===== config.mk =====
export PLATFORM = sky130hd
export DESIGN_NAME = button_debounce_long_press_flat
export DESIGN_NICKNAME = d
export VERILOG_FILES = /design/src/rtl/bdlp_pkg.sv /design/src/rtl/bdlp_in_if.sv /design/src/rtl/bdlp_out_if.sv /design/src/rtl/bdlp_lane.sv /design/src/rtl/button_debounce_long_press.sv /design/src/flat_wrapper.sv
export VERILOG_INCLUDE_DIRS = /design/src /design/src/rtl
export SDC_FILE = /design/constraint.sdc
export NUM_CORES = 1
export LEC_CHECK = 0
export BUFFER_PORTS_ARGS = -buffer_cell sky130_fd_sc_hd__buf_2
export CAP_MARGIN = 15
export CORE_MARGIN = 2
export CORE_UTILIZATION = 35
export DETAILED_ROUTE_END_ITERATION = 12
export PLACE_DENSITY = 0.52
export SYNTH_ARGS = -nofsm -noshare
export SYNTH_HDL_FRONTEND = slang
export SYNTH_SLANG_ARGS = --single-unit

===== constraint.sdc =====
create_clock -name clk -period 3.06 [get_ports clk]
set_clock_uncertainty 0.05 [all_clocks]
set_input_delay 0.459 -clock clk [delete_from_list [all_inputs] [get_ports clk]]
set_output_delay 0.459 -clock clk [all_outputs]
set_load 0.02 [all_outputs]

===== src/rtl/button_debounce_long_press_defines.svh =====
// Assertion macros shared by the debounce block.
`ifndef BUTTON_DEBOUNCE_LONG_PRESS_DEFINES_SVH
`define BUTTON_DEBOUNCE_LONG_PRESS_DEFINES_SVH

// Same-cycle implication, sampled on clk, off during reset.
`define BDLP_ASSERT_NOW(label, ante, cons, msg) \
	label: assert property (@(posedge clk) disable iff (!arst_n) (ante) |-> (cons)) \
		else $error(msg);

// Next-cycle implication, sampled on clk, off during reset.
`define BDLP_ASSERT_NEXT(label, ante, cons, msg) \
	label: assert property (@(posedge clk) disable iff (!arst_n) (ante) |=> (cons)) \
		else $error(msg);

`endif


===== src/rtl/bdlp_pkg.sv =====
// Package: field widths, register map and shared types of the debounce block.
`default_nettype none
package bdlp_pkg;

	localparam int FIELD_W = 3;
	localparam int CNT_W   = 16;
	localparam int DATA_W  = 32;
	localparam int ADDR_W  = 4;
	localparam int IDX_W   = 2;

	localparam logic [CNT_W-1:0] LONG_RESET   = 16'd300;
	localparam logic [CNT_W-1:0] REPEAT_RESET = 16'd100;

	localparam logic [IDX_W-1:0] REG_LONG   = 2'd0;
	localparam logic [IDX_W-1:0] REG_REPEAT = 2'd1;
	localparam logic [IDX_W-1:0] REG_LEVEL  = 2'd2;

	typedef logic [FIELD_W-1:0] field_t;

	typedef struct packed {
		logic [CNT_W-1:0] long_press_ticks;
		logic [CNT_W-1:0] repeat_ticks;
		logic             pressed_level;
	} cfg_t;

	// Sample history of one button as seen after the shift.
	typedef struct packed {
		logic oldest;
		logic middle;
		logic newest;
		logic stable;
	} hist_t;

	// Per-button update result.
	typedef struct packed {
		logic stable;
		logic press_set;
		logic long_set;
	} lane_t;

endpackage
`default_nettype wire


===== src/rtl/bdlp_in_if.sv =====
// Input channel: raw levels and acknowledge masks for one tick.
`default_nettype none
interface bdlp_in_if;
	logic             valid;
	logic             ready;
	bdlp_pkg::field_t raw_levels;
	bdlp_pkg::field_t press_ack_mask;
	bdlp_pkg::field_t long_ack_mask;

	modport source (output valid, raw_levels, press_ack_mask, long_ack_mask, input ready);
	modport sink   (input valid, raw_levels, press_ack_mask, long_ack_mask, output ready);
endinterface
`default_nettype wire


===== src/rtl/bdlp_out_if.sv =====
// Output channel: flags and debounced levels after one tick.
`default_nettype none
interface bdlp_out_if;
	logic             valid;
	logic             ready;
	bdlp_pkg::field_t press_flags;
	bdlp_pkg::field_t long_flags;
	bdlp_pkg::field_t debounced_levels;

	modport source (output valid, press_flags, long_flags, debounced_levels, input ready);
	modport sink   (input valid, press_flags, long_flags, debounced_levels, output ready);
endinterface
`default_nettype wire


===== src/rtl/bdlp_lane.sv =====
// One button: agreement check, debounced level update and hold counter.
`default_nettype none
module bdlp_lane (
	input  logic                        clk,
	input  logic                        arst_n,
	input  logic                        en,
	input  bdlp_pkg::cfg_t              cfg,
	input  bdlp_pkg::hist_t             hist,
	output bdlp_pkg::lane_t             upd
);

	logic [bdlp_pkg::CNT_W-1:0] cnt_q;
	logic [bdlp_pkg::CNT_W-1:0] cnt_dec;
	logic [bdlp_pkg::CNT_W-1:0] cnt_nxt;
	logic                       agree;
	logic                       is_pressed;

	assign agree      = (hist.oldest == hist.middle) && (hist.middle == hist.newest);
	assign is_pressed = (hist.newest == cfg.pressed_level);
	assign cnt_dec    = cnt_q - bdlp_pkg::CNT_W'(1);

	// Decide level change, press event, countdown and repeat event
	always_comb begin
		upd.stable    = hist.stable;
		upd.press_set = 1'b0;
		upd.long_set  = 1'b0;
		cnt_nxt       = cnt_q;
		if (agree) begin
			if (hist.stable != hist.newest) begin
				upd.stable = hist.newest;
				if (is_pressed) begin
					upd.press_set = 1'b1;
					cnt_nxt       = cfg.long_press_ticks;
				end
			end else if (cnt_dec == '0) begin
				upd.long_set = is_pressed;
				cnt_nxt      = cfg.repeat_ticks;
			end else begin
				cnt_nxt = cnt_dec;
			end
		end
	end

	// Hold counter advances once per processed beat
	always_ff @(posedge clk or negedge arst_n) begin
		if (!arst_n) begin
			cnt_q <= bdlp_pkg::LONG_RESET;
		end else if (en) begin
			cnt_q <= cnt_nxt;
		end
	end

endmodule
`default_nettype wire


===== src/rtl/button_debounce_long_press.sv =====
// Top level: three-sample button debouncer with press and long-press repeat flags.
// Path: an accepted beat is held in the input register, then its result is registered in the state registers.
// Throughput: one beat per cycle while the result is not stalled; input register then one pass of per-button logic.
// Results leave from the state registers, so a stalled result holds the pipe.
// Reset: async low; levels released, flags clear, counters 300, registers at defaults.
`default_nettype none
`include "button_debounce_long_press_defines.svh"
module button_debounce_long_press #(
	parameter int BUTTON_COUNT = 3
) (
	input  logic                          clk,
	input  logic                          arst_n,
	input  logic                          psel,
	input  logic                          penable,
	input  logic                          pwrite,
	input  logic [bdlp_pkg::ADDR_W-1:0]   paddr,
	input  logic [bdlp_pkg::DATA_W-1:0]   pwdata,
	output logic [bdlp_pkg::DATA_W-1:0]   prdata,
	output logic                          pready,
	bdlp_in_if.sink                       item,
	bdlp_out_if.source                    result
);

	bdlp_pkg::cfg_t              cfg_q;
	logic [bdlp_pkg::IDX_W-1:0]  reg_idx;
	logic                        cfg_wr;

	logic                        valid_s1;
	bdlp_pkg::field_t            raw_s1;
	bdlp_pkg::field_t            pack_s1;
	bdlp_pkg::field_t            lack_s1;

	logic                        out_valid_q;
	logic                        adv;
	logic                        fire;

	logic [BUTTON_COUNT-1:0]     raw_w;
	logic [BUTTON_COUNT-1:0]     pack_w;
	logic [BUTTON_COUNT-1:0]     lack_w;
	logic [BUTTON_COUNT-1:0]     middle_q;
	logic [BUTTON_COUNT-1:0]     newest_q;
	logic [BUTTON_COUNT-1:0]     stable_q;
	logic [BUTTON_COUNT-1:0]     press_q;
	logic [BUTTON_COUNT-1:0]     long_q;
	logic [BUTTON_COUNT-1:0]     stable_nxt;
	logic [BUTTON_COUNT-1:0]     press_set;
	logic [BUTTON_COUNT-1:0]     long_set;

	// Configuration port
	assign pready  = 1'b1;
	assign reg_idx = paddr[bdlp_pkg::ADDR_W-1:2];
	assign cfg_wr  = psel && penable && pwrite && pready;

	always_ff @(posedge clk or negedge arst_n) begin
		if (!arst_n) begin
			cfg_q.long_press_ticks <= bdlp_pkg::LONG_RESET;
			cfg_q.repeat_ticks     <= bdlp_pkg::REPEAT_RESET;
			cfg_q.pressed_level    <= 1'b0;
		end else if (cfg_wr) begin
			unique case (reg_idx)
				bdlp_pkg::REG_LONG:   cfg_q.long_press_ticks <= pwdata[bdlp_pkg::CNT_W-1:0];
				bdlp_pkg::REG_REPEAT: cfg_q.repeat_ticks     <= pwdata[bdlp_pkg::CNT_W-1:0];
				bdlp_pkg::REG_LEVEL:  cfg_q.pressed_level    <= pwdata[0];
				default: ;
			endcase
		end
	end

	always_comb begin
		unique case (reg_idx)
			bdlp_pkg::REG_LONG:
				prdata = bdlp_pkg::DATA_W'(cfg_q.long_press_ticks);
			bdlp_pkg::REG_REPEAT:
				prdata = bdlp_pkg::DATA_W'(cfg_q.repeat_ticks);
			bdlp_pkg::REG_LEVEL:
				prdata = bdlp_pkg::DATA_W'(cfg_q.pressed_level);
			default:
				prdata = '0;
		endcase
	end

	// Handshake: stage 1 advances when the result slot is empty or being taken
	assign adv        = !out_valid_q || result.ready;
	assign fire       = valid_s1 && adv;
	assign item.ready = !valid_s1 || adv;

	always_ff @(posedge clk or negedge arst_n) begin
		if (!arst_n) begin
			valid_s1    <= 1'b0;
			out_valid_q <= 1'b0;
		end else begin
			if (item.ready) begin
				valid_s1 <= item.valid;
			end
			if (adv) begin
				out_valid_q <= valid_s1;
			end
		end
	end

	// Capture the input beat
	always_ff @(posedge clk) begin
		if (item.valid && item.ready) begin
			raw_s1  <= item.raw_levels;
			pack_s1 <= item.press_ack_mask;
			lack_s1 <= item.long_ack_mask;
		end
	end

	// Per-button lanes; buttons beyond the field width see level 0 and no ack
	for (genvar g = 0; g < BUTTON_COUNT; g++) begin : g_btn
		bdlp_pkg::hist_t hist;
		bdlp_pkg::lane_t upd;

		if (g < bdlp_pkg::FIELD_W) begin : g_fld
			assign raw_w[g]  = raw_s1[g];
			assign pack_w[g] = pack_s1[g];
			assign lack_w[g] = lack_s1[g];
		end else begin : g_pad
			assign raw_w[g]  = 1'b0;
			assign pack_w[g] = 1'b0;
			assign lack_w[g] = 1'b0;
		end

		assign hist.oldest = middle_q[g];
		assign hist.middle = newest_q[g];
		assign hist.newest = raw_w[g];
		assign hist.stable = stable_q[g];

		bdlp_lane u_lane (
			.clk    (clk),
			.arst_n (arst_n),
			.en     (fire),
			.cfg    (cfg_q),
			.hist   (hist),
			.upd    (upd)
		);

		assign stable_nxt[g] = upd.stable;
		assign press_set[g]  = upd.press_set;
		assign long_set[g]   = upd.long_set;
	end

	// Shift history, update levels, clear acked flags then set new events
	always_ff @(posedge clk or negedge arst_n) begin
		if (!arst_n) begin
			middle_q <= '1;
			newest_q <= '1;
			stable_q <= '1;
			press_q  <= '0;
			long_q   <= '0;
		end else if (fire) begin
			middle_q <= newest_q;
			newest_q <= raw_w;
			stable_q <= stable_nxt;
			press_q  <= (press_q & ~pack_w) | press_set;
			long_q   <= (long_q & ~lack_w) | long_set;
		end
	end

	// Result beat straight from the state registers
	assign result.valid = out_valid_q;
	for (genvar k = 0; k < bdlp_pkg::FIELD_W; k++) begin : g_out
		if (k < BUTTON_COUNT) begin : g_live
			assign result.press_flags[k]      = press_q[k];
			assign result.long_flags[k]       = long_q[k];
			assign result.debounced_levels[k] = stable_q[k];
		end else begin : g_zero
			assign result.press_flags[k]      = 1'b0;
			assign result.long_flags[k]       = 1'b0;
			assign result.debounced_levels[k] = 1'b0;
		end
	end

	// Checks
	`BDLP_ASSERT_NOW(a_no_overrun, valid_s1 && !adv, !item.ready, "beat taken while stage 1 blocked")
	`BDLP_ASSERT_NEXT(a_no_loss, fire, out_valid_q, "processed beat did not reach result")
	`BDLP_ASSERT_NOW(a_no_phantom, $rose(out_valid_q), $past(valid_s1), "result without a beat")

endmodule
`default_nettype wire

===== src/flat_wrapper.sv =====
// flat-port wrapper written by rule: the top's interface ports become plain ports
module button_debounce_long_press_flat 
#(
	parameter int BUTTON_COUNT = 3
)
  (clk, arst_n, psel, penable, pwrite, paddr, pwdata, prdata, pready, item_valid, item_raw_levels, item_press_ack_mask, item_long_ack_mask, item_ready, result_valid, result_press_flags, result_long_flags, result_debounced_levels, result_ready);
  bdlp_in_if item_i ();
  bdlp_out_if result_i ();
  input  logic clk;
  input  logic arst_n;
  input  logic psel;
  input  logic penable;
  input  logic pwrite;
  input  logic [bdlp_pkg::ADDR_W-1:0] paddr;
  input  logic [bdlp_pkg::DATA_W-1:0] pwdata;
  output logic [bdlp_pkg::DATA_W-1:0] prdata;
  output logic pready;
  input wire logic [$bits(item_i.valid)-1:0] item_valid;
  input wire logic [$bits(item_i.raw_levels)-1:0] item_raw_levels;
  input wire logic [$bits(item_i.press_ack_mask)-1:0] item_press_ack_mask;
  input wire logic [$bits(item_i.long_ack_mask)-1:0] item_long_ack_mask;
  output wire logic [$bits(item_i.ready)-1:0] item_ready;
  output wire logic [$bits(result_i.valid)-1:0] result_valid;
  output wire logic [$bits(result_i.press_flags)-1:0] result_press_flags;
  output wire logic [$bits(result_i.long_flags)-1:0] result_long_flags;
  output wire logic [$bits(result_i.debounced_levels)-1:0] result_debounced_levels;
  input wire logic [$bits(result_i.ready)-1:0] result_ready;
  assign item_i.valid = item_valid;
  assign item_i.raw_levels = item_raw_levels;
  assign item_i.press_ack_mask = item_press_ack_mask;
  assign item_i.long_ack_mask = item_long_ack_mask;
  assign item_ready = item_i.ready;
  assign result_valid = result_i.valid;
  assign result_press_flags = result_i.press_flags;
  assign result_long_flags = result_i.long_flags;
  assign result_debounced_levels = result_i.debounced_levels;
  assign result_i.ready = result_ready;
  button_debounce_long_press #(.BUTTON_COUNT(BUTTON_COUNT)) u_core (.clk(clk), .arst_n(arst_n), .psel(psel), .penable(penable), .pwrite(pwrite), .paddr(paddr), .pwdata(pwdata), .prdata(prdata), .pready(pready), .item(item_i), .result(result_i));
endmodule

# [Yosys cells after proc, flatten, opt, wreduce, memory -nomap -nowiden]
# Index checks and enable logic that the tools add are counted.
[word_totals] ff_bits=107 out_inout_bits=44 inputBits=52
[classes] mux=25 reduce_logical=24 n_eq_ne=17 bitwise=6 addsub=3
[ops] operator="2-to-1 mux 16 bit" n=9
[ops] operator="zero test 16 bit" n=3
[ops] operator="one-hot mux 16 bit (3 select lines)" n=1
[ops] operator="subtractor 16 x 1 -> 16 bit (second input constant)" n=3
[ops] operator="AND reduction 3 bit" n=6
[ops] operator="2-to-1 mux 1 bit" n=12
[ops] operator="equality test 1 bit" n=9
[ops] operator="logical AND 1 bit" n=7
[ops] operator="bitwise AND 3 bit" n=2
[ops] operator="2-to-1 mux 2 bit" n=3
[ops] operator="inequality test 2 bit (second input constant)" n=3
[ops] operator="NOT 3 bit" n=2
[ops] operator="bitwise OR 3 bit" n=2
[ops] operator="AND reduction 2 bit" n=3
[ops] operator="inequality test 1 bit" n=3
[ops] operator="equality test 2 x 1 -> 1 bit (second input constant)" n=1
[ops] operator="equality test 2 bit (second input constant)" n=1
[ops] operator="zero test 1 bit" n=2
[ops] operator="zero test 2 bit" n=1
[ops] operator="logical OR 1 bit" n=2

# [Depth between registers and ports, before layout]
# Gate-level depths: netlist of run 1.
[logic_depth] word_depth=6 depth_mapped=11 depth_no_buf=9

# [Cells and area by module]
# A second synthesis of run 1 with hierarchy kept.
[hier_totals] hier_cells=722 area_unflattened_um2=6886.6
[modules_own_cells] module="bdlp_lane (u_core.g_btn[0].u_lane ...)" n_inst=2 area_each_um2=1435.1 cells_per_inst=180
[modules_own_cells] module="button_debounce_long_press" n_inst=1 area_each_um2=2658.8 cells_per_inst=186
[modules_own_cells] module="bdlp_lane (u_core.g_btn[2].u_lane)" n_inst=1 area_each_um2=1357.6 cells_per_inst=176

# [Worst setup path before layout of run 1]
# No wires, ideal clock.
[synth_timing] path_type="register to register" from="register u_core.g_btn[2].u_lane.cnt_q[0] (netlist name)" to="register u_core.g_btn[2].u_lane.cnt_q[1] (netlist name)" arrival_ps=3015 stages_incl_launch_ff=10 path_buffers=0 slack_ps=-148 setup_ps=143 path_cell_list="dfrtp_1 -> inv_1 -> ha_1 -> or4b_2 -> or3_1 -> xnor2_1 -> or4_4 -> nor4_4 -> mux2i_1 -> o221ai_1"
[synth_via] elab_chain_len=4
[synth_lines] item="start: declaration" line="bdlp_lane.sv:12" rtl="logic [bdlp_pkg::CNT_W-1:0] cnt_q;"
[synth_lines] item="start signal: assignment" line="bdlp_lane.sv:47" rtl="cnt_q <= bdlp_pkg::LONG_RESET;"
[synth_lines] item="start signal: assignment" line="bdlp_lane.sv:49" rtl="cnt_q <= cnt_nxt;"
[synth_lines] item="subtractor 16 x 1 -> 16 bit (*)" line="bdlp_lane.sv:20" rtl="assign cnt_dec = cnt_q - bdlp_pkg::CNT_W'(1);"
[synth_lines] item="zero test 16 bit" line="bdlp_lane.sv:35" rtl="end else if (cnt_dec == '0) begin"
[synth_lines] item="2-to-1 mux 16 bit (*)" line="bdlp_lane.sv:35"
[synth_lines] item="2-to-1 mux 16 bit (*)" line="bdlp_lane.sv:29" rtl="if (hist.stable != hist.newest) begin"
# Mark *: on every way between the ends. The rest lies on a longest branch, timed or not.
# A chain may end at the register's enable or synchronous reset.

# [Worst setup path in the final report of run 1]
[layout_timing] from="register u_core.g_btn[2].u_lane.cnt_q[0] (netlist name)" to="register u_core.g_btn[2].u_lane.cnt_q[0] (netlist name)"
# The elaborated chain is that of the path after synthesis.

==> results.sh, run 1 <==
export IMPL_finalSetupTns_ns=0
export IMPL_cts_root_buf="clkbuf_16"
export IMPL_hold_violations=0
export IMPL_critical_path_slowest_cell="or4b_4"
export IMPL_synth_area_per_cell_sq_um=8.76
export IMPL_path_delay_family="simple AND/OR/NAND/NOR gates"
export IMPL_drt_iter0_drc=508
export IMPL_muxShareOfSynthArea=0.0885
export IMPL_synth_flop_cell="dfrtp_1"
export IMPL_status="complete, no violations"
export IMPL_critPathArrivalTime_ns=3.05
export IMPL_viasPerCell=5.47
export IMPL_synth_top_family_by_area="simple AND/OR/NAND/NOR gates"
export IMPL_largest_reg_flops=48
export IMPL_diodes=0
export IMPL_post_drt_wl_per_cell_um=19.2
export IMPL_critPathMaxStageDelay_ns=0.46
export IMPL_tightest_slew_ns=0.933
export IMPL_synth_simple_gate_area_frac=0.230
export IMPL_synth_edf_count=9
export IMPL_cp_buffers_inverters=2
export IMPL_numPortBuffers=60
export IMPL_antenna_found_initial=0
export IMPL_synth_area_sq_mm=0.00691
export IMPL_peakVddDrop_mv=0.350
export IMPL_hpwl_mm=15.5
export IMPL_largest_register="u_core.g_btn.u_lane.cnt_q"
export IMPL_drt_first_pass_iters=7
export IMPL_ios=96
export IMPL_die_x_um=145
export IMPL_power_density_mw_per_mm2=856
export IMPL_leakagePower_uw=0.00329
export IMPL_synth_compound_area_frac=0.169
export IMPL_period_minus_slack_ns=2.86
export IMPL_core_area_sq_mm=0.0194
export IMPL_cts_buffer_depth=2
export IMPL_ant_nets=0
export IMPL_cap_violations=0
export IMPL_placed_cell_area_sq_mm=0.00756
export IMPL_synth_seq_cells=107
export IMPL_synth_seq_area_share=0.399
export IMPL_critPathLaunchType="flop"
export IMPL_required_ns=3.25
export IMPL_ff_latch_area_sq_mm=0.00276
export IMPL_path_clk_slew_ns=0.07
export IMPL_grt_overflow=0
export IMPL_n_fill_cell=2030
export IMPL_postSynthCellCount=789
export IMPL_synth_xor_area_frac=0.0443
export IMPL_clock_latency_ns=0.36
export IMPL_clock_fmax_ghz=0.350
export IMPL_clkSinkCount=107
export IMPL_wl_mm=21.4
export IMPL_grt_pass1_wl_mm=33.7
export IMPL_synth_async_reset_ratio=0.916
export IMPL_cp_max_fo=5
export IMPL_row_count=51
export IMPL_utilization=0.405
export IMPL_multi_input_area_sq_mm=0.00384
export IMPL_hp_class="primary input to asynchronous set/reset pin"
export IMPL_synth_cell_types=71
export IMPL_cts_made_buffers=9
export IMPL_dieArea_sq_mm=0.0209
export IMPL_grt_total_usage=0.215
export IMPL_start_util=0.356
export IMPL_hold_worst_slack_ns=0.0869
export IMPL_drc=0
export IMPL_report_final_slew_viol_count=0
export IMPL_top_regs="u_core.g_btn.u_lane.cnt_q (48), u_core.cfg_q (33)"
export IMPL_syn2layout_area_growth_pct=13.7
export IMPL_synth_top_area_frac=0.253
export IMPL_final_nets=903
export IMPL_slew_headroom=0.376
export IMPL_synth_area_leader_cell="dfrtp_1"
export IMPL_yosys_top_cells_area="dfrtp_1, dfstp_2, a21oi_1"
export IMPL_grt_pass1_vias=5790
export IMPL_die_y_um=145
export IMPL_cts_htree_levels=3
export IMPL_rsz0062_at_grt="false"
export IMPL_grt_start_max_net_pins=53
export IMPL_setup_viol=0
export IMPL_synthAdderAreaFrac=0.0109
export IMPL_path_cells="inv_1, ha_2, or4b_4, or3_1, xnor2_1, or4_4, nor4_4, buf_6, mux2i_1, o21ai_1"
export IMPL_cts_setup_buffers=0
export IMPL_vias=6104
export IMPL_yosysWarningCount=0
export IMPL_crit_type="flop to flop"
export IMPL_crit_path_end_kind="flop"
export IMPL_gp_congestion=0.900
export IMPL_finalCritPeriodShare=0.934
export IMPL_layout_drive_gt1_share=0.232
export IMPL_design_area_sq_mm=0.00786
export IMPL_cts_tree="yes"
-- cells in the final DEF, fill, tap and decap left out, drive strengths merged, types with 12 or more instances in the layout --
master	Yosys	layout
a211oi	18	18
a21oi	76	76
a31oi	12	12
buf	28	96
conb	2	17
dfrtp	70	70
dfstp	28	28
inv	13	14
mux2	33	33
mux2i	24	24
nand2	93	93
nand3	19	19
nand4	15	15
nor2	100	100
nor3	21	21
o21ai	35	35
xnor2	16	16
xor2	19	19
-- stage by stage --
stage,worst slack [ns],power [uW],instances
floorplan,0.110,4640,804
global placement,0.170,5560,1099
detailed placement,0.156,5570,1099
CTS,0.143,6760,1115
global route,0.0241,7240,1115
finish,0.203,6730,1115
-- final timing paths --
path	endpoint	cells after the start	slack, ns	startpoint
hold / removal	u_core.cfg_q[30]	1	0.09	arst_n
max in group asynchronous	u_core.g_btn[1].u_lane.cnt_q[3]	2	2.04	arst_n
setup / recovery	u_core.g_btn[2].u_lane.cnt_q[0]	10	0.20	u_core.g_btn[2].u_lane.cnt_q[0]
setup reg to reg	u_core.g_btn[2].u_lane.cnt_q[0]	10	0.20	u_core.g_btn[2].u_lane.cnt_q[0]
hold reg to reg	u_core.result.long_flags[0]	2	0.44	u_core.result.long_flags[0]
min in group clk	u_core.pack_s1[2]	1	0.22	item_press_ack_mask[2]
-- power by group --
part | leakage [uW] | internal [uW] | total [uW] | switching [uW]
logic | 0.00189 | 1240 | 2820 | 1580
registers | 0.00125 | 1950 | 2760 | 806
clock network | 0.000146 | 600 | 1150 | 546
total | 0.00329 | 3800 | 6730 | 2930
-- synthesized netlist by cell type (18+ instances only) --
cell type and n:
nor3_1 19, dfstp_2 28, buf_4 22, xor2_1 19, clkbuf_1 38, nor2_1 99, mux2_2 33, nand2_1 93
nand3_1 18, a211oi_1 18, o21ai_0 30, dfrtp_1 70, mux2i_1 24, a21oi_1 76
-- final cells by class --
| type | instances | share of cell area |
|---|---|---|
| tap | 265 | 0.0422 |
| timing repair buffer | 96 | 0.0750 |
| clock inverter | 5 | 0.00462 |
| sequential | 107 | 0.351 |
| inverter | 13 | 0.00621 |
| clock buffer | 11 | 0.0322 |
| multi-input combinational | 618 | 0.489 |
-- repair_timing --
| item | in CTS | in global routing |
|---|---|---|
| hold buffers | 0 | 0 |
| resized for setup | 0 | 2 |
| setup endpoints to repair | 0 | 2 |
-- logic make-up (layout without fill, tap and decap cells) --
| family | count (synthesis) | in the layout |
|---|---|---|
| flops | 107 | 107 |
| mux | 57 | 57 |
| other cells | 2 | 17 |
| compound gates | 190 | 190 |
| simple gates | 313 | 313 |
| fa+ha+maj | 6 | 6 |
| buf+inv | 79 | 125 |
| xor+xnor | 35 | 35 |
-- metal layers --
| metal | GRT usage | vias to the layer above | wire (um) |
|---|---|---|---|
| li1 | - | 2918 | - |
| met1 | 0.317 | 2934 | 10200 |
| met4 | 0.0685 | 0 | 448 |
| met3 | 0.0368 | 32 | 1450 |
| met2 | 0.318 | 220 | 9290 |
| met5 | 0 | - | 0 |
Power figures use the tool's default switching activity.
==> run 2, diff against run 1 <==
Settings changed: SYNTH_HIERARCHICAL from default to 1.
==> results.sh, run 2 <==
export IMPL_synth_most_common_cell="nor2_1"
export IMPL_cts_root_buf="clkbuf_16"
export IMPL_viasPerCell=5.55
export IMPL_core_area_sq_mm=0.0194
export IMPL_clock_latency_ns=0.36
export IMPL_drc=0
export IMPL_dieArea_sq_mm=0.0208
export IMPL_clkSinkCount=107
export IMPL_cts_buffer_depth=2
export IMPL_grt_start_max_net_pins=59
export IMPL_synth_async_reset_ratio=0.916
export IMPL_synth_cell_types=66
export IMPL_crit_path_end_kind="flop"
export IMPL_start_util=0.355
export IMPL_cts_tree="yes"
export IMPL_synth_flop_cell="dfrtp_1"
export IMPL_layout_common_cells="nor2_1, dfrtp_1, buf_2, a21oi_1"
export IMPL_power_density_mw_per_mm2=819
export IMPL_required_ns=3.28
export IMPL_synth_seq_area_share=0.400
export IMPL_top_regs="u_core/g_btn.u_lane/cnt_q (48), u_core/cfg_q (33)"
export IMPL_grt_overflow=0
export IMPL_multi_input_area_sq_mm=0.00376
export IMPL_drt_first_pass_iters=4
export IMPL_n_fill_cell=1975
export IMPL_finalCritPeriodShare=0.922
export IMPL_crit_type="flop to flop"
export IMPL_antenna_found_initial=0
export IMPL_yosys_top_cells_area="dfrtp_1, dfstp_2, mux2_2"
export IMPL_post_drt_wl_per_cell_um=19.5
export IMPL_grt_total_usage=0.200
export IMPL_finalSetupTns_ns=0
export IMPL_path_clk_slew_ns=0.07
export IMPL_gp_congestion=0.874
export IMPL_leakagePower_uw=0.00305
export IMPL_tightest_slew_ns=0.923
export IMPL_report_final_slew_viol_count=0
export IMPL_critPathArrivalTime_ns=3.04
export IMPL_final_common_cell="nor2_1"
export IMPL_slew_headroom=0.382
export IMPL_cts_setup_buffers=0
export IMPL_largest_reg_flops=48
export IMPL_ctsHoldBuffers=0
export IMPL_wl_mm=20.3
export IMPL_placed_cells=1028
export IMPL_drt_iter0_drc=521
export IMPL_synth_common_cells="nor2_1, dfrtp_1, a21oi_1"
export IMPL_synth_area_per_cell_sq_um=9.54
export IMPL_layout_drive_gt1_share=0.257
export IMPL_ios=96
export IMPL_final_nets=832
export IMPL_largest_register="u_core/g_btn.u_lane/cnt_q"
export IMPL_syn2layout_area_growth_pct=11.2
export IMPL_critical_path_slowest_cell="dfrtp_1"
export IMPL_cp_max_fo=9
export IMPL_worst_path_stages=9
export IMPL_fin_cells=1044
export IMPL_postSynthCellCount=722
export IMPL_path_cells="inv_1, ha_1, nor3b_2, nand4_1, xnor2_1, nor3_4, buf_4, nand3_1, a31oi_1"
export IMPL_hp_class="primary input to asynchronous set/reset pin"
export IMPL_synth_edf_count=9
export IMPL_hold_violations=0
export IMPL_hpwl_mm=13.8
export IMPL_die_x_um=144
export IMPL_critPathMaxStageDelay_ns=0.45
export IMPL_numPortBuffers=60
export IMPL_grt_use_met1=0.281
export IMPL_grt_util_met2=0.313
export IMPL_status="complete, no violations"
export IMPL_ff_latch_area_sq_mm=0.00276
export IMPL_cts_made_buffers=9
export IMPL_die_y_um=144
export IMPL_setup_viol=0
export IMPL_peakVddDrop_mv=0.333
export IMPL_critPathLaunchType="flop"
export IMPL_synth_area_sq_mm=0.00689
export IMPL_rsz0062_at_grt="false"
export IMPL_path_delay_family="simple AND/OR/NAND/NOR gates"
export IMPL_synth_area_leader_cell="dfrtp_1"
export IMPL_rr_worst_depth=9
export IMPL_synth_top_area_frac=0.254
export IMPL_cap_violations=0
export IMPL_grt_use_met3=0.0384
export IMPL_grt_pass1_vias=5408
export IMPL_ant_nets=0
export IMPL_cts_htree_levels=3
export IMPL_vias=5796
export IMPL_yosysWarningCount=6
export IMPL_grt_pass1_wl_mm=31.3
export IMPL_diodes=0
export IMPL_ctsResizeCount=0
export IMPL_period_minus_slack_ns=2.82
export IMPL_top_usage_layer="met2"
export IMPL_row_count=51
export IMPL_cp_buffers_inverters=2
export IMPL_clock_fmax_ghz=0.355
export IMPL_synth_seq_cells=107
-- run 2: worst paths after layout --
kind	slack, ns	start	endpoint
max in group asynchronous	2.14	arst_n	u_core/newest_q[0]
max	0.24	u_core/g_btn[1].u_lane/cnt_q[0]	u_core/g_btn[1].u_lane/cnt_q[9]
max reg2reg	0.24	u_core/g_btn[1].u_lane/cnt_q[0]	u_core/g_btn[1].u_lane/cnt_q[9]
min in group clk	0.23	item_press_ack_mask[2]	u_core/pack_s1[2]
min	0.04	arst_n	u_core/cfg_q[30]
min reg2reg	0.45	u_core/result.press_flags[1]	u_core/result.press_flags[1]
-- run 2: where the power goes --
part / switching [uW] / total (uW) / internal (uW)
combinational: 1310 / 2290 / 979
clock: 541 / 1090 / 553
sequential: 895 / 2890 / 2000
-- run 2: cell families after synthesis --
| kind of cell | share of synthesized area |
|---|---|
| buffers and inverters | 0.0629 |
| AO/OA/AOI/OAI | 0.138 |
| multiplexers | 0.100 |
| flip-flops | 0.400 |
| XOR/XNOR | 0.0556 |
| adder cells (fa/ha/maj) | 0.0109 |
| AND/OR/NAND/NOR | 0.231 |
| other | 0.00109 |
-- run 2: cell type report --
type	count	area share
Multi-Input combinational cell	557	0.491
Sequential cell	107	0.360
Timing Repair Buffer	83	0.0637
Tap cell	265	0.0433
Clock buffer	12	0.0309
Inverter	16	0.00784
Clock inverter	4	0.00359
-- run 2: per-stage QoR --
step | area [sq um] | total power [uW] | worst slack, ns | util | hold WS (ns)
after global routing | 7660 | 6690 | 0.0578 | 0.395 | 0.0762
after CTS | 7660 | 6280 | 0.256 | 0.395 | 0.0516
final | 7660 | 6280 | 0.240 | 0.395 | 0.0388
after floorplan | 6940 | 4350 | 0.823 | - | 0.113
after global placement | 7390 | 5090 | 0.382 | 0.381 | 0.431
after detailed placement | 7390 | 5150 | 0.277 | 0.381 | 0.426
-- run 2: layer usage --
layer / vias up / wire length, um
li1: 2719 / -
met1: 2835 / 9420
met2: 209 / 9160
met3: 33 / 1270
met4: 0 / 489
met5: - / 0
==> run 3, diff against run 2 <==
Settings changed: CELL_PAD_IN_SITES_DETAIL_PLACEMENT from default to 1, CELL_PAD_IN_SITES_GLOBAL_PLACEMENT from default to 1, PLACE_DENSITY 0.52 to 0.65.
==> results.sh, run 3 (synthesis results as in run 2) <==
export IMPL_top_usage_layer="met2"
export IMPL_wl_mm=22.3
export IMPL_vias=5871
export IMPL_grt_pass1_wl_mm=35.0
export IMPL_gp_congestion=0.883
export IMPL_syn2layout_area_growth_pct=11.8
export IMPL_cts_made_buffers=9
export IMPL_grt_start_max_net_pins=49
export IMPL_layout_common_cells="nor2_1, dfrtp_1, buf_2, a21oi_1"
export IMPL_die_x_um=144
export IMPL_clkSinkCount=107
export IMPL_grt_use_met1=0.308
export IMPL_cts_tree="yes"
export IMPL_core_area_sq_mm=0.0194
export IMPL_cp_max_fo=8
export IMPL_required_ns=3.29
export IMPL_antenna_found_initial=0
export IMPL_slew_headroom=0.326
export IMPL_report_final_slew_viol_count=0
export IMPL_dp_slack_ns=0.271
export IMPL_dieArea_sq_mm=0.0208
export IMPL_start_util=0.355
export IMPL_cts_htree_levels=3
export IMPL_finalCritPeriodShare=0.920
export IMPL_hp_class="primary input to flop"
export IMPL_grt_pass1_vias=5995
export IMPL_status="complete, no violations"
export IMPL_peakVddDrop_mv=0.307
export IMPL_post_drt_wl_per_cell_um=21.3
export IMPL_period_minus_slack_ns=2.82
export IMPL_clock_fmax_ghz=0.355
export IMPL_crit_type="flop to flop"
export IMPL_grt_use_met3=0.0414
export IMPL_n_fill_cell=2293
export IMPL_hold_violations=0
export IMPL_cts_buffer_depth=2
export IMPL_setup_slack_ns=0.244
export IMPL_placed_cell_area_sq_mm=0.00739
export IMPL_leakagePower_uw=0.00308
export IMPL_diodes=0
export IMPL_largest_register="u_core/g_btn.u_lane/cnt_q"
export IMPL_row_count=51
export IMPL_power_density_mw_per_mm2=844
export IMPL_p_total_uw=6500
export IMPL_critPathArrivalTime_ns=3.05
export IMPL_layout_drive_gt1_share=0.259
export IMPL_grt_overflow=0
export IMPL_finalSetupTns_ns=0
export IMPL_clock_latency_ns=0.36
export IMPL_cap_violations=0
export IMPL_final_common_cell="nor2_1"
export IMPL_top_regs="u_core/g_btn.u_lane/cnt_q (48), u_core/cfg_q (33)"
export IMPL_tightest_slew_ns=1.01
export IMPL_viasPerCell=5.62
export IMPL_drt_first_pass_iters=5
export IMPL_critPathLaunchType="flop"
export IMPL_grt_total_usage=0.225
export IMPL_drt_iter0_drc=291
export IMPL_die_y_um=144
export IMPL_design_area_sq_mm=0.00770
export IMPL_rsz0062_at_grt="false"
export IMPL_crit_path_end_kind="flop"
export IMPL_final_nets=832
export IMPL_setup_viol=0
export IMPL_cts_root_buf="clkbuf_16"
export IMPL_hpwl_mm=15.6
export IMPL_path_clk_slew_ns=0.08
export IMPL_ant_nets=0
export IMPL_largest_reg_flops=48
export IMPL_grt_util_met2=0.362
export IMPL_numPortBuffers=60
export IMPL_ios=96
export IMPL_drc=0
[run 3: cell types whose count changed in the layout (fill, tap and decap cells not counted)]
cell           change
buf_4              -1
clkbuf_16          +1
inv_6              +3
clkinv_2           -1
inv_4              +1
clkbuf_1           -3
dlygate4sd3_1      +1
clkinvlp_4         -2
inv_8              +1
[run 3: final cells by class]
class | instances | area (sq um) | area share
Sequential cell | 107 | 2760 | 0.358
Multi-Input combinational cell | 557 | 3760 | 0.488
Clock inverter | 6 | 51.3 | 0.00666
Tap cell | 265 | 332 | 0.0431
Clock buffer | 10 | 250 | 0.0325
Inverter | 16 | 60.1 | 0.00780
Timing Repair Buffer | 83 | 490 | 0.0637
[run 3: path summary, 6_finish.rpt]
kind / endpoint / slack [ns] / startpoint / cells past startpoint
setup / recovery: u_core/g_btn[0].u_lane/cnt_q[6] / 0.24 / u_core/g_btn[0].u_lane/cnt_q[0] / 9
hold / removal: u_core/lack_s1[0] / 0.22 / item_long_ack_mask[0] / 1
setup reg to reg: u_core/g_btn[0].u_lane/cnt_q[6] / 0.24 / u_core/g_btn[0].u_lane/cnt_q[0] / 9
hold reg to reg: u_core/result.press_flags[1] / 0.46 / u_core/result.press_flags[1] / 1
max in group asynchronous: u_core/cfg_q[25] / 1.72 / arst_n / 3
min in group asynchronous: u_core/cfg_q[13] / 0.51 / arst_n / 2
[run 3: power by group]
part	total, uW	leakage (uW)	internal (uW)	switching, uW
logic	2350	0.00171	982	1370
clock network	1220	0.000147	619	600
registers	2930	0.00122	2000	933
total	6500	0.00308	3600	2900
[run 3: what timing repair did]
| item | 4_1_cts | 5_1_grt |
|---|---|---|
| endpoints found under the hold margin | 21 | 0 |
| gates resized for setup | 0 | 0 |
| hold buffers | 1 | 0 |
| buffers inserted | 0 | 0 |
[run 3: routing by layer]
| layer | wire length [um] | up-vias |
|---|---|---|
| met4 | 529 | 0 |
| met5 | 0 | - |
| li1 | - | 2718 |
| met3 | 952 | 28 |
| met2 | 10400 | 139 |
| met1 | 10400 | 2986 |
[run 3: critical path, stage by stage (launching register included)]
cell	delay [ns]
dfrtp_1	0.44
inv_1	0.12
ha_1	0.31
nor3b_2	0.42
nand4_1	0.22
xnor2_1	0.22
nor3_4	0.39
buf_4	0.24
nand3_1	0.11
a21oi_1	0.21
[run 3: per-stage QoR]
step	util	hold slack [ns]	cells
floorplan	-	0.113	737
global placement	0.381	0.350	1027
detailed placement	0.381	0.358	1027
CTS	0.397	0.210	1044
global route	0.397	0.207	1044
finish	0.397	0.223	1044
